===== src/sv/sbe_pkg.sv =====
// ----------------------------------------------------------------------------
// sbe_pkg
// shared types of the stack bytecode executor: decoded operations, status
// codes and the queued instruction record
// ----------------------------------------------------------------------------
package sbe_pkg;

  localparam int unsigned XLEN = 64;

  typedef enum logic [3:0] {
    OP_NOP,
    OP_ADD,
    OP_SUB,
    OP_MUL,
    OP_DIV,
    OP_NEG,
    OP_PUSH,
    OP_SAVE,
    OP_GET,
    OP_INC,
    OP_DEC,
    OP_HALT,
    OP_UNDEF
  } op_e;

  typedef enum logic [2:0] {
    ST_OK    = 3'd0,
    ST_UNDEF = 3'd1,
    ST_TYPE  = 3'd2,
    ST_DIVZ  = 3'd3,
    ST_OVER  = 3'd4,
    ST_UNDER = 3'd5,
    ST_HALT  = 3'd6
  } status_e;

  typedef struct packed {
    op_e             op;
    logic [XLEN-1:0] imm;
    logic [7:0]      idx;
    logic            idx_ovf;
  } item_t;

endpackage


===== src/sv/sbe_front.sv =====
// ----------------------------------------------------------------------------
// sbe_front
// accepts instruction transfers, decodes the opcode and queues the record
// in a two-entry queue toward the execute side
// ----------------------------------------------------------------------------
module sbe_front import sbe_pkg::*; #(
  parameter int unsigned StackDepth = 256
) (
  input  logic            clk_i,
  input  logic            rst_ni,
  input  logic            in_valid_i,
  output logic            in_stall_o,
  input  logic [7:0]      opcode_i,
  input  logic [XLEN-1:0] immediate_i,
  input  logic [7:0]      local_index_i,
  output logic            head_valid_o,
  output item_t           head_o,
  input  logic            pop_i
);

  localparam logic [7:0] OpcNop  = 8'h00;
  localparam logic [7:0] OpcAdd  = 8'h61;
  localparam logic [7:0] OpcSave = 8'h63;
  localparam logic [7:0] OpcDiv  = 8'h64;
  localparam logic [7:0] OpcGet  = 8'h65;
  localparam logic [7:0] OpcInc  = 8'h66;
  localparam logic [7:0] OpcDec  = 8'h67;
  localparam logic [7:0] OpcHalt = 8'h68;
  localparam logic [7:0] OpcMul  = 8'h6D;
  localparam logic [7:0] OpcNeg  = 8'h6E;
  localparam logic [7:0] OpcPush = 8'h70;
  localparam logic [7:0] OpcSub  = 8'h73;

  item_t      mem_q [2];
  item_t      item;
  logic       wr_ptr_q, rd_ptr_q;
  logic [1:0] cnt_q;
  logic       push;

  always_comb begin
    case (opcode_i)
      OpcNop:  item.op = OP_NOP;
      OpcAdd:  item.op = OP_ADD;
      OpcSub:  item.op = OP_SUB;
      OpcMul:  item.op = OP_MUL;
      OpcDiv:  item.op = OP_DIV;
      OpcNeg:  item.op = OP_NEG;
      OpcPush: item.op = OP_PUSH;
      OpcSave: item.op = OP_SAVE;
      OpcGet:  item.op = OP_GET;
      OpcInc:  item.op = OP_INC;
      OpcDec:  item.op = OP_DEC;
      OpcHalt: item.op = OP_HALT;
      default: item.op = OP_UNDEF;
    endcase
    item.imm     = immediate_i;
    item.idx     = local_index_i;
    item.idx_ovf = (32'(local_index_i) >= 32'(StackDepth));
  end

  assign in_stall_o   = (cnt_q == 2'd2);
  assign push         = in_valid_i && !in_stall_o;
  assign head_valid_o = (cnt_q != 2'd0);
  assign head_o       = mem_q[rd_ptr_q];

  always_ff @(posedge clk_i or negedge rst_ni) begin
    if (!rst_ni) begin
      wr_ptr_q <= 1'b0;
      rd_ptr_q <= 1'b0;
      cnt_q    <= 2'd0;
    end else begin
      if (push) begin
        wr_ptr_q <= !wr_ptr_q;
      end
      if (pop_i) begin
        rd_ptr_q <= !rd_ptr_q;
      end
      cnt_q <= cnt_q + {1'b0, push} - {1'b0, pop_i};
    end
  end

  always_ff @(posedge clk_i) begin
    if (push) begin
      mem_q[wr_ptr_q] <= item;
    end
  end

endmodule


===== config.mk =====
export PLATFORM = sky130hd
export DESIGN_NAME = sbe_front
export DESIGN_NICKNAME = d
export VERILOG_FILES = /design/src/sv/sbe_pkg.sv /design/src/sv/sbe_front.sv
export SDC_FILE = /design/constraint.sdc
export NUM_CORES = 1
export LEC_CHECK = 0
export ABC_CLOCK_PERIOD_IN_PS = 5490
export BUFFER_PORTS_ARGS = -buffer_cell sky130_fd_sc_hd__buf_2
export CELL_PAD_IN_SITES_DETAIL_PLACEMENT = 0
export CELL_PAD_IN_SITES_GLOBAL_PLACEMENT = 1
export CORE_ASPECT_RATIO = 0.7
export CORE_UTILIZATION = 43
export DETAILED_ROUTE_END_ITERATION = 12
export PLACE_DENSITY_LB_ADDON = 0.08
export SLEW_MARGIN = 20
export SYNTH_ARGS = -nofsm -noshare
export SYNTH_HDL_FRONTEND = slang
export SYNTH_SLANG_ARGS = --single-unit

===== constraint.sdc =====
create_clock -name clk_i -period 5.49 [get_ports clk_i]
set_clock_uncertainty 0.15 [all_clocks]
set_input_delay 0.2745 -clock clk_i [delete_from_list [all_inputs] [get_ports clk_i]]
set_output_delay 0.2745 -clock clk_i [all_outputs]
set_load 0.02 [all_outputs]

# Yosys cells after proc, flatten, opt, wreduce, memory -nomap -nowiden
# Memory sizes are Yosys's and may differ from the RTL's.
# Cells that the tools add are included.
dict set report word_totals {
  reg_bits 4
  ramBits 152
  inputBits 84
  out_inout_bits 79
  wordCells 27
  n_memories 1
}
# memory depth width read_ports rd_ports_with_merged_regs wr line
set memory_table {}
lappend memory_table {mem_q 2 76 1 0 1 sbe_front.sv:34} ;# item_t mem_q [2];
dict set report op_classes {
  addsub 2
  n_eq_ne 12
  muxes 3
  reduce_logical 6
}
# operator n
set op_table {}
lappend op_table {{8-bit by 7-bit == test with 1-bit output (second input constant)} 11}
lappend op_table {{4-bit one-hot mux with 12 select lines} 1}
lappend op_table {{8-bit zero test} 1}
lappend op_table {{1-bit zero test} 3}
lappend op_table {{2-bit by 1-bit adder with 2-bit output} 1}
lappend op_table {{2-bit == test (second input constant)} 1}
lappend op_table {{1-bit two-way mux} 2}
lappend op_table {{2-bit nonzero test} 1}
lappend op_table {{2-bit by 1-bit subtractor with 2-bit output} 1}
lappend op_table {{1-bit logical AND} 1}

# Longest topological paths before layout
# Gate-level depths: netlist of run 1.
dict set report logic_depth {
  ltp_word 5
  ltp_mapped 7
  mapped_depth_nobuf 7
}

# Worst setup path after synthesis of run 1
# OpenSTA, ideal clock, no wires.
dict set report synth_timing {
  path_type {register -> register}
  start {register cnt_q[1]}
  end {memory mem_q[0][0] in the netlist's numbering, enable pin}
  setup_time_ps 511
  arrival_time_ps 3760
  required_time_ps 4829
  setup_slack_ps 1069
  path_stages_with_launch 4
  n_path_buf 0
  synth_period_minus_slack_ps 4421
  path_cell_list {dfrtp_1 > nand2b_1 > nand2_1 > nor2_1}
}
dict set report synth_via {
  elab_chain_len 5
}
# item line
set synth_rtl {}
lappend synth_rtl {{start, declared} sbe_front.sv:37} ;# logic [1:0] cnt_q;
lappend synth_rtl {{start signal, assigned} sbe_front.sv:78} ;# cnt_q <= cnt_q + {1'b0, push} - {1'b0, pop_i};
lappend synth_rtl {{2-bit == test} sbe_front.sv:61} ;# assign in_stall_o = (cnt_q == 2'd2);
lappend synth_rtl {{1-bit zero test} sbe_front.sv:62} ;# assign push = in_valid_i && !in_stall_o;
lappend synth_rtl {{1-bit logical AND} sbe_front.sv:62}
lappend synth_rtl {{1-bit two-way mux} sbe_front.sv:83} ;# if (push) begin
lappend synth_rtl {{1-bit two-way mux (not written as such)} sbe_front.sv:84} ;# mem_q[wr_ptr_q] <= item;
lappend synth_rtl {{end, declared} sbe_front.sv:34}
# No other way between the ends.

# Worst setup path after layout of run 1
dict set report layout_timing {
  start {register cnt_q[0]}
  end {memory mem_q[0][44] in the netlist's numbering, enable pin}
}
# Same word-level chain as after synthesis.

==> results of run 1 <==
==> state kept, by name, summed over array words and instances, names as in the netlist <==
name,cells
mem_q,152
cnt_q,2
rd_ptr_q,1
wr_ptr_q,1
==> power groups by stage <==
stage	clock [mW]	sequential [mW]	combinational (mW)
final	1.16	1.75	1.31
after global routing	1.24	1.78	1.40
after CTS	1.19	1.81	1.25
after detailed placement	0	1.83	1.21
after global placement	0	1.82	1.20
after floorplan	0	1.72	0.922
==> layout make-up <==
type | instances | area [um^2] | area share, %
Sequential cell | 156 | 4668 | 56.26
Tap cell | 185 | 231.5 | 2.790
Clock buffer | 17 | 425.4 | 5.127
Multi-Input combinational cell | 121 | 1202 | 14.49
Timing Repair Buffer | 238 | 1594 | 19.21
Clock inverter | 14 | 165.2 | 1.990
Inverter | 3 | 11.26 | 0.1357
==> layout by cell type, fill, tap and decap left out, drive strengths merged, types with 2 or more instances in the layout <==
master,count
mux2,76
buf,164
nand2,4
nand2b,2
dlygate4sd3,74
clkbuf,17
dfrtp,4
clkinv,6
bufinv,3
a31oi,2
ha,2
inv,7
o21ai,2
or2,2
xnor2,7
edfxtp,152
nor2b,4
nor3,3
==> per-layer routing <==
| metal | routed length, um | vias to the layer above | share of wire (%) | global-route usage (%) |
|---|---|---|---|---|
| li1 | - | 1638 | - | - |
| met1 | 4807 | 1624 | 43 | 19.07 |
| met2 | 5529 | 103 | 49 | 27.41 |
| met3 | 718 | 16 | 6.4 | 5.964 |
| met4 | 160 | 0 | 1.4 | 7.196 |
| met5 | 0 | - | 0 | 0 |
==> metrics by stage <==
step	util [%]	power, mW	hold WS [ps]	setup slack, ps	instances
4_1_cts	62.03	4.254	25.09	2742	732
3_5_place_dp	52.03	3.040	-61.39	2760	627
5_1_grt	62.33	4.422	46.20	2616	734
2_1_floorplan	-	2.638	-171.1	1069	294
6_report	62.33	4.219	45.29	2829	734
3_3_place_gp	52.03	3.025	-63.89	2802	627
==> cells by family (layout without fill, tap and decap cells) <==
group,after synthesis,after routing,synth area share [%]
XOR/XNOR,8,8,1.179
flip-flops,156,156,78.52
multiplexers,77,77,14.57
buffers and inverters,17,272,1.453
other,1,1,0.06312
adder cells (fa/ha/maj),2,2,0.4212
AO/OA/AOI/OAI,9,9,1.327
AND/OR/NAND/NOR,24,24,2.464
==> path summary, 6_finish.rpt <==
| check | startpoint | to | slack (ps) | cells after the start |
|---|---|---|---|---|
| max in group asynchronous | rst_ni | rd_ptr_q | 5010 | 2 |
| min reg2reg | cnt_q[0] | cnt_q[0] | 390 | 1 |
| min in group clk_i | opcode_i[7] | mem_q[0][73] | 100 | 2 |
| max | cnt_q[0] | mem_q[0][44] | 2830 | 4 |
| max reg2reg | cnt_q[0] | mem_q[0][44] | 2830 | 4 |
| min | rst_ni | rd_ptr_q | 50 | 2 |
==> impl_metrics.toml, run 1 <==
[outcome]
status = "complete, no violations"

[global_route]
grt_pass1_wl_mm = 16.75
grt_overflow = 0
grt_use_total_pct = 16.38
grt_start_max_net_pins = 78
grt_pass1_vias = 3279
antenna_found_initial = 0

[floorplanning]
die_w_um = 142.5
core_region_area_mm2 = 0.01331
die-area_mm2 = 0.01430
num_rows = 35
die_h_um = 100.3
io_pins = 163
start_util_pct = 44.62

[placement]
port_buffers = 161
placed_area_mm2 = 0.006927
hpwl_mm = 6.492
gp_congestion = 0.8019

[sta]
finalCritPeriodShare_pct = 48.48
drv_slew = 0
rsz0062_at_grt = "false"
slew_headroom_pct = 30.48
setup_viol = 0
period_minus_slack_ps = 2661
final_hold_viol_count = 0
timing.fmax_ghz = 0.3757
finalSetupTns_ps = 0
worst_slew_pin_slew_ps = 1040

[setup_path]
worstPathRequired_ps = 5380
slowest_delay_ps = 810
crit_slowest_cell = "nor2_4"
cp.arrival_ps = 2550
path_delay_family = "simple AND/OR/NAND/NOR gates"
cp_cell_sequence = "nand2b_1 > nand2_1 > nor2_4 > buf_4"
crit_buf_inv = 1
cp_max_fo = 42
cp-start-kind = "flop"
worstSetupPathType = "reg2reg"
endpoint_kind = "flop"

[power]
switching_share_pct = 31.48
p_comb_share_pct = 31.0
clkPwrFrac_pct = 27.6
p_leak_nw = 3.137
p_sw_mw = 1.328
p_int_mw = 2.890
ir_drop_mv = 0.2645
p_per_area_mw_per_mm2 = 508.4
p_seq_share_pct = 41.5

[finish]
final_area_mm2 = 0.008298
area_growth_syn_to_layout_pct = 39.68
antenna-diode-count = 0
nets = 623
fill_cells = 1035
drive_gt1_share_pct = 50.27

[hold_path]
min_path_type = "in2async"

[logic_synthesis]
synth_edf_count = 152
synth_most_common_cell = "edfxtp_1"
ys_seq_elements = 156
ys_seq_area_share_pct = 78.52
syn_area_mm2 = 0.005941
synthFlopType = "edfxtp_1"
synth_commonest_cells = "edfxtp_1 (152), mux2_2 (76), xnor2_1 (7), buf_1 (5)"
yosys_warnings = 0
synth_top_area_share_pct = 76.83
syn-num-nets = 380
synth-async-reset-ratio_pct = 2.564
syn_inst = 294
yosysTopAreaCell = "edfxtp_1"
synth_cell_type_count = 36
postSynthAreaPerCell_um2 = 20.21
synth.area.top_cells = "edfxtp_1 (77%), mux2_2 (14%), dfrtp_1 (1.7%)"

[clock_network]
clockBufferDepth = 2
htree_levels = 4
post_cts_buffers = 0
clk_latency_ps = 410
cts_tree = "built"
hold_buffers = 74
clk_pin_slew_worst_paths_ps = 60
cts_root_buffer = "clkbuf_16"
numCtsBuffers = 17
cts-resized-gates = 0
clkSinkCount = 156

[routing]
ant_nets = 0
wl_mm = 11.22
drt_iter0_markers = 105
route.detailed.drc = 0
dr.pass1.iters = 4
vias = 3381
avgRoutedWirePerCell_um = 15.28
vias_per_cell = 4.606

[flow_run]
cap_viol_max_count = 0
(Power assumes the default switching activity.)
==> run 2, diff against run 1 <==
Settings changed: ABC_AREA set to 1, ABC_CLOCK_PERIOD_IN_PS 5490 to 2800, CORE_UTILIZATION 43 to 44.
Clock period 5.49 ns to 2.8 ns, I/O delays scaled along.
==> run 2 against run 1 <==
  * Via count increased by 3.7%
  * First-iteration DRC count increased by 79%
  * Die area about the same
  * Final cell count increased by 4.4%
  * Critical path depth decreased by 1
  * Routed wire length increased by 3.7%
  * Hold slack improved by 82 ps
  * Combinational power increased by 110%
  * Clock power increased by 98%
  * Critical path type is now reg2out
  * Largest cell class unchanged
==> impl_metrics.toml, run 2 <==
[sta]
whs_ps = 127.4
rsz0062_at_grt = "false"
final_hold_viol_count = 0
timing.fmax_ghz = 0.4329
worst_slew_pin_slew_ps = 580.5
slew_headroom_pct = 61.30
worst_slack_ps = 489.7
period_minus_slack_ps = 2310
finalCritPeriodShare_pct = 82.51
drv_slew = 0
setup_viol = 0

[routing]
ant_nets = 0
route.detailed.drc = 0
vias_per_cell = 4.578
avgRoutedWirePerCell_um = 15.18
wl_mm = 11.63
dr.pass1.iters = 4
drt_iter0_markers = 188
vias = 3507

[finish]
largest_register = "mem_q"
drive_gt1_share_pct = 47.85
reg_top3 = "mem_q (152), cnt_q (2)"
antenna-diode-count = 0
final_area_mm2 = 0.008474
area_growth_syn_to_layout_pct = 39.48
largest_reg_flops = 152
final_common_cell = "buf_2"
post-route-util_pct = 63.66
nets = 655
final_cell_mix = "buf_2 (161), edfxtp_1 (152), dlygate4sd3_1 (76), mux2_2 (46), mux2_4 (30)"
fill_cells = 1040

[logic_synthesis]
synth_commonest_cells = "edfxtp_1 (152), mux2_2 (46), mux2_4 (30), nand2_1 (22)"
yosysTopAreaCell = "edfxtp_1"
syn-num-nets = 403
synth-async-reset-ratio_pct = 2.564
synth_most_common_cell = "edfxtp_1"
synth_cell_type_count = 23
synth_top_area_share_pct = 75.12
postSynthAreaPerCell_um2 = 19.17
synth_edf_count = 152
syn_inst = 317
yosys_warnings = 0
synth.area.top_cells = "edfxtp_1 (75%), mux2_2 (8.5%), mux2_4 (7.4%)"
ys_seq_elements = 156
ys_seq_area_share_pct = 76.77
syn_area_mm2 = 0.006076
synthFlopType = "edfxtp_1"

[global_route]
grt_pass1_vias = 3455
grt_pass1_wl_mm = 17.65
grt_start_max_net_pins = 47
antenna_found_initial = 0
grt_overflow = 0
grt_use_total_pct = 16.88

[setup_path]
cp_cell_sequence = "buf_12 > mux2_2 > buf_2"
worstSetupPathType = "reg2out"
cp-start-kind = "flop"
endpoint_kind = "primary output"
cp_max_fo = 36
cp.arrival_ps = 2020
worstPathRequired_ps = 2510
crit_buf_inv = 2
crit_slowest_cell = "dfrtp_4"
reg2reg_slack_ps = 950
path_delay_family = "flip-flops"
slowest_delay_ps = 800

[placement]
pre_cts_slack_ps = 907.1
gp_congestion = 0.7280
port_buffers = 161
placed_area_mm2 = 0.007119
hpwl_mm = 7.550

[floorplanning]
die_h_um = 100.3
die_w_um = 142.5
num_rows = 35
die-area_mm2 = 0.01429
io_pins = 163
core_region_area_mm2 = 0.01331
start_util_pct = 45.64

[clock_network]
numCtsBuffers = 17
clkSinkCount = 156
cts_root_buffer = "clkbuf_16"
cts_tree = "built"
clk_pin_slew_worst_paths_ps = 60
clk_latency_ps = 410
clockBufferDepth = 2
htree_levels = 4

[power]
ir_drop_mv = 0.5595
p_leak_nw = 3.377
power_mw = 8.502
p_per_area_mw_per_mm2 = 1003

[outcome]
status = "complete, no violations"

[flow_run]
cap_viol_max_count = 0

[hold_path]
min_path_type = "in2reg"
## run 2: cell types whose count changed after synthesis, sizes merged, moves of 4 or more
cell	previous run	this run
xnor2	7	2
nand2	4	22
nor2b	4	0
o21ai	2	6
nor2	1	16
nand3	0	6
inv	3	15
## run 2: kinds of logic (layout without fill, tap and decap cells)
family	count (synthesis)	count (layout)	synth area share, %
buffers and inverters	25	289	2.492
other	1	1	0.06172
multiplexers	76	76	15.94
AO/OA/AOI/OAI	8	8	0.7619
AND/OR/NAND/NOR	45	45	2.986
adder cells (fa/ha/maj)	2	2	0.4118
flip-flops	156	156	76.77
XOR/XNOR	4	4	0.5767
## run 2: final timing paths
kind | end | from | cells after the start
setup / recovery | head_o[21] | rd_ptr_q | 3
hold / removal | mem_q[1][74] | opcode_i[5] | 4
setup reg to reg | mem_q[1][31] | cnt_q[1] | 4
hold reg to reg | cnt_q[0] | cnt_q[0] | 1
max in group asynchronous | rd_ptr_q | rst_ni | 3
min in group asynchronous | wr_ptr_q | rst_ni | 3
## run 2: worst register-to-register path, stage by stage (launching register included)
cell and delay (ps):
dfrtp_1 400, inv_1 90, o21ai_2 120, nor2_4 420, buf_12 330
## run 2: area by class of cell
class | instances | area [um^2] | share of cell area [%]
multi-input combinational | 136 | 1275 | 15.04
timing repair buffer | 243 | 1649 | 19.46
clock inverter | 13 | 165.2 | 1.949
clock buffer | 18 | 429.2 | 5.064
tap | 185 | 231.5 | 2.731
sequential | 156 | 4668 | 55.09
inverter | 15 | 56.30 | 0.6644
## run 2: timing repair
item | CTS | global route
hold buffers | 76 | 0
hold endpoints to repair | 150 | 0
gates resized for setup | 0 | 0
setup buffers | 0 | 0
## run 2: per-layer routing
layer | global-route usage [%] | up-vias | routed length [um]
met5 | 0 | - | 0
met4 | 7.196 | 0 | 144
met3 | 5.677 | 13 | 815
met2 | 24.96 | 115 | 5334
met1 | 22.86 | 1682 | 5334
li1 | - | 1697 | -
## run 2: power by group
part	internal, mW	switching [mW]
clock network	1.40	0.894
registers	3.19	0.245
logic	1.22	1.54
total	5.82	2.68
## run 2: stage by stage
step	std cells	setup TNS, ps
2_1_floorplan	317	-46600
3_3_place_gp	659	0
3_5_place_dp	659	0
4_1_cts	766	0
5_1_grt	766	0
6_report	766	0
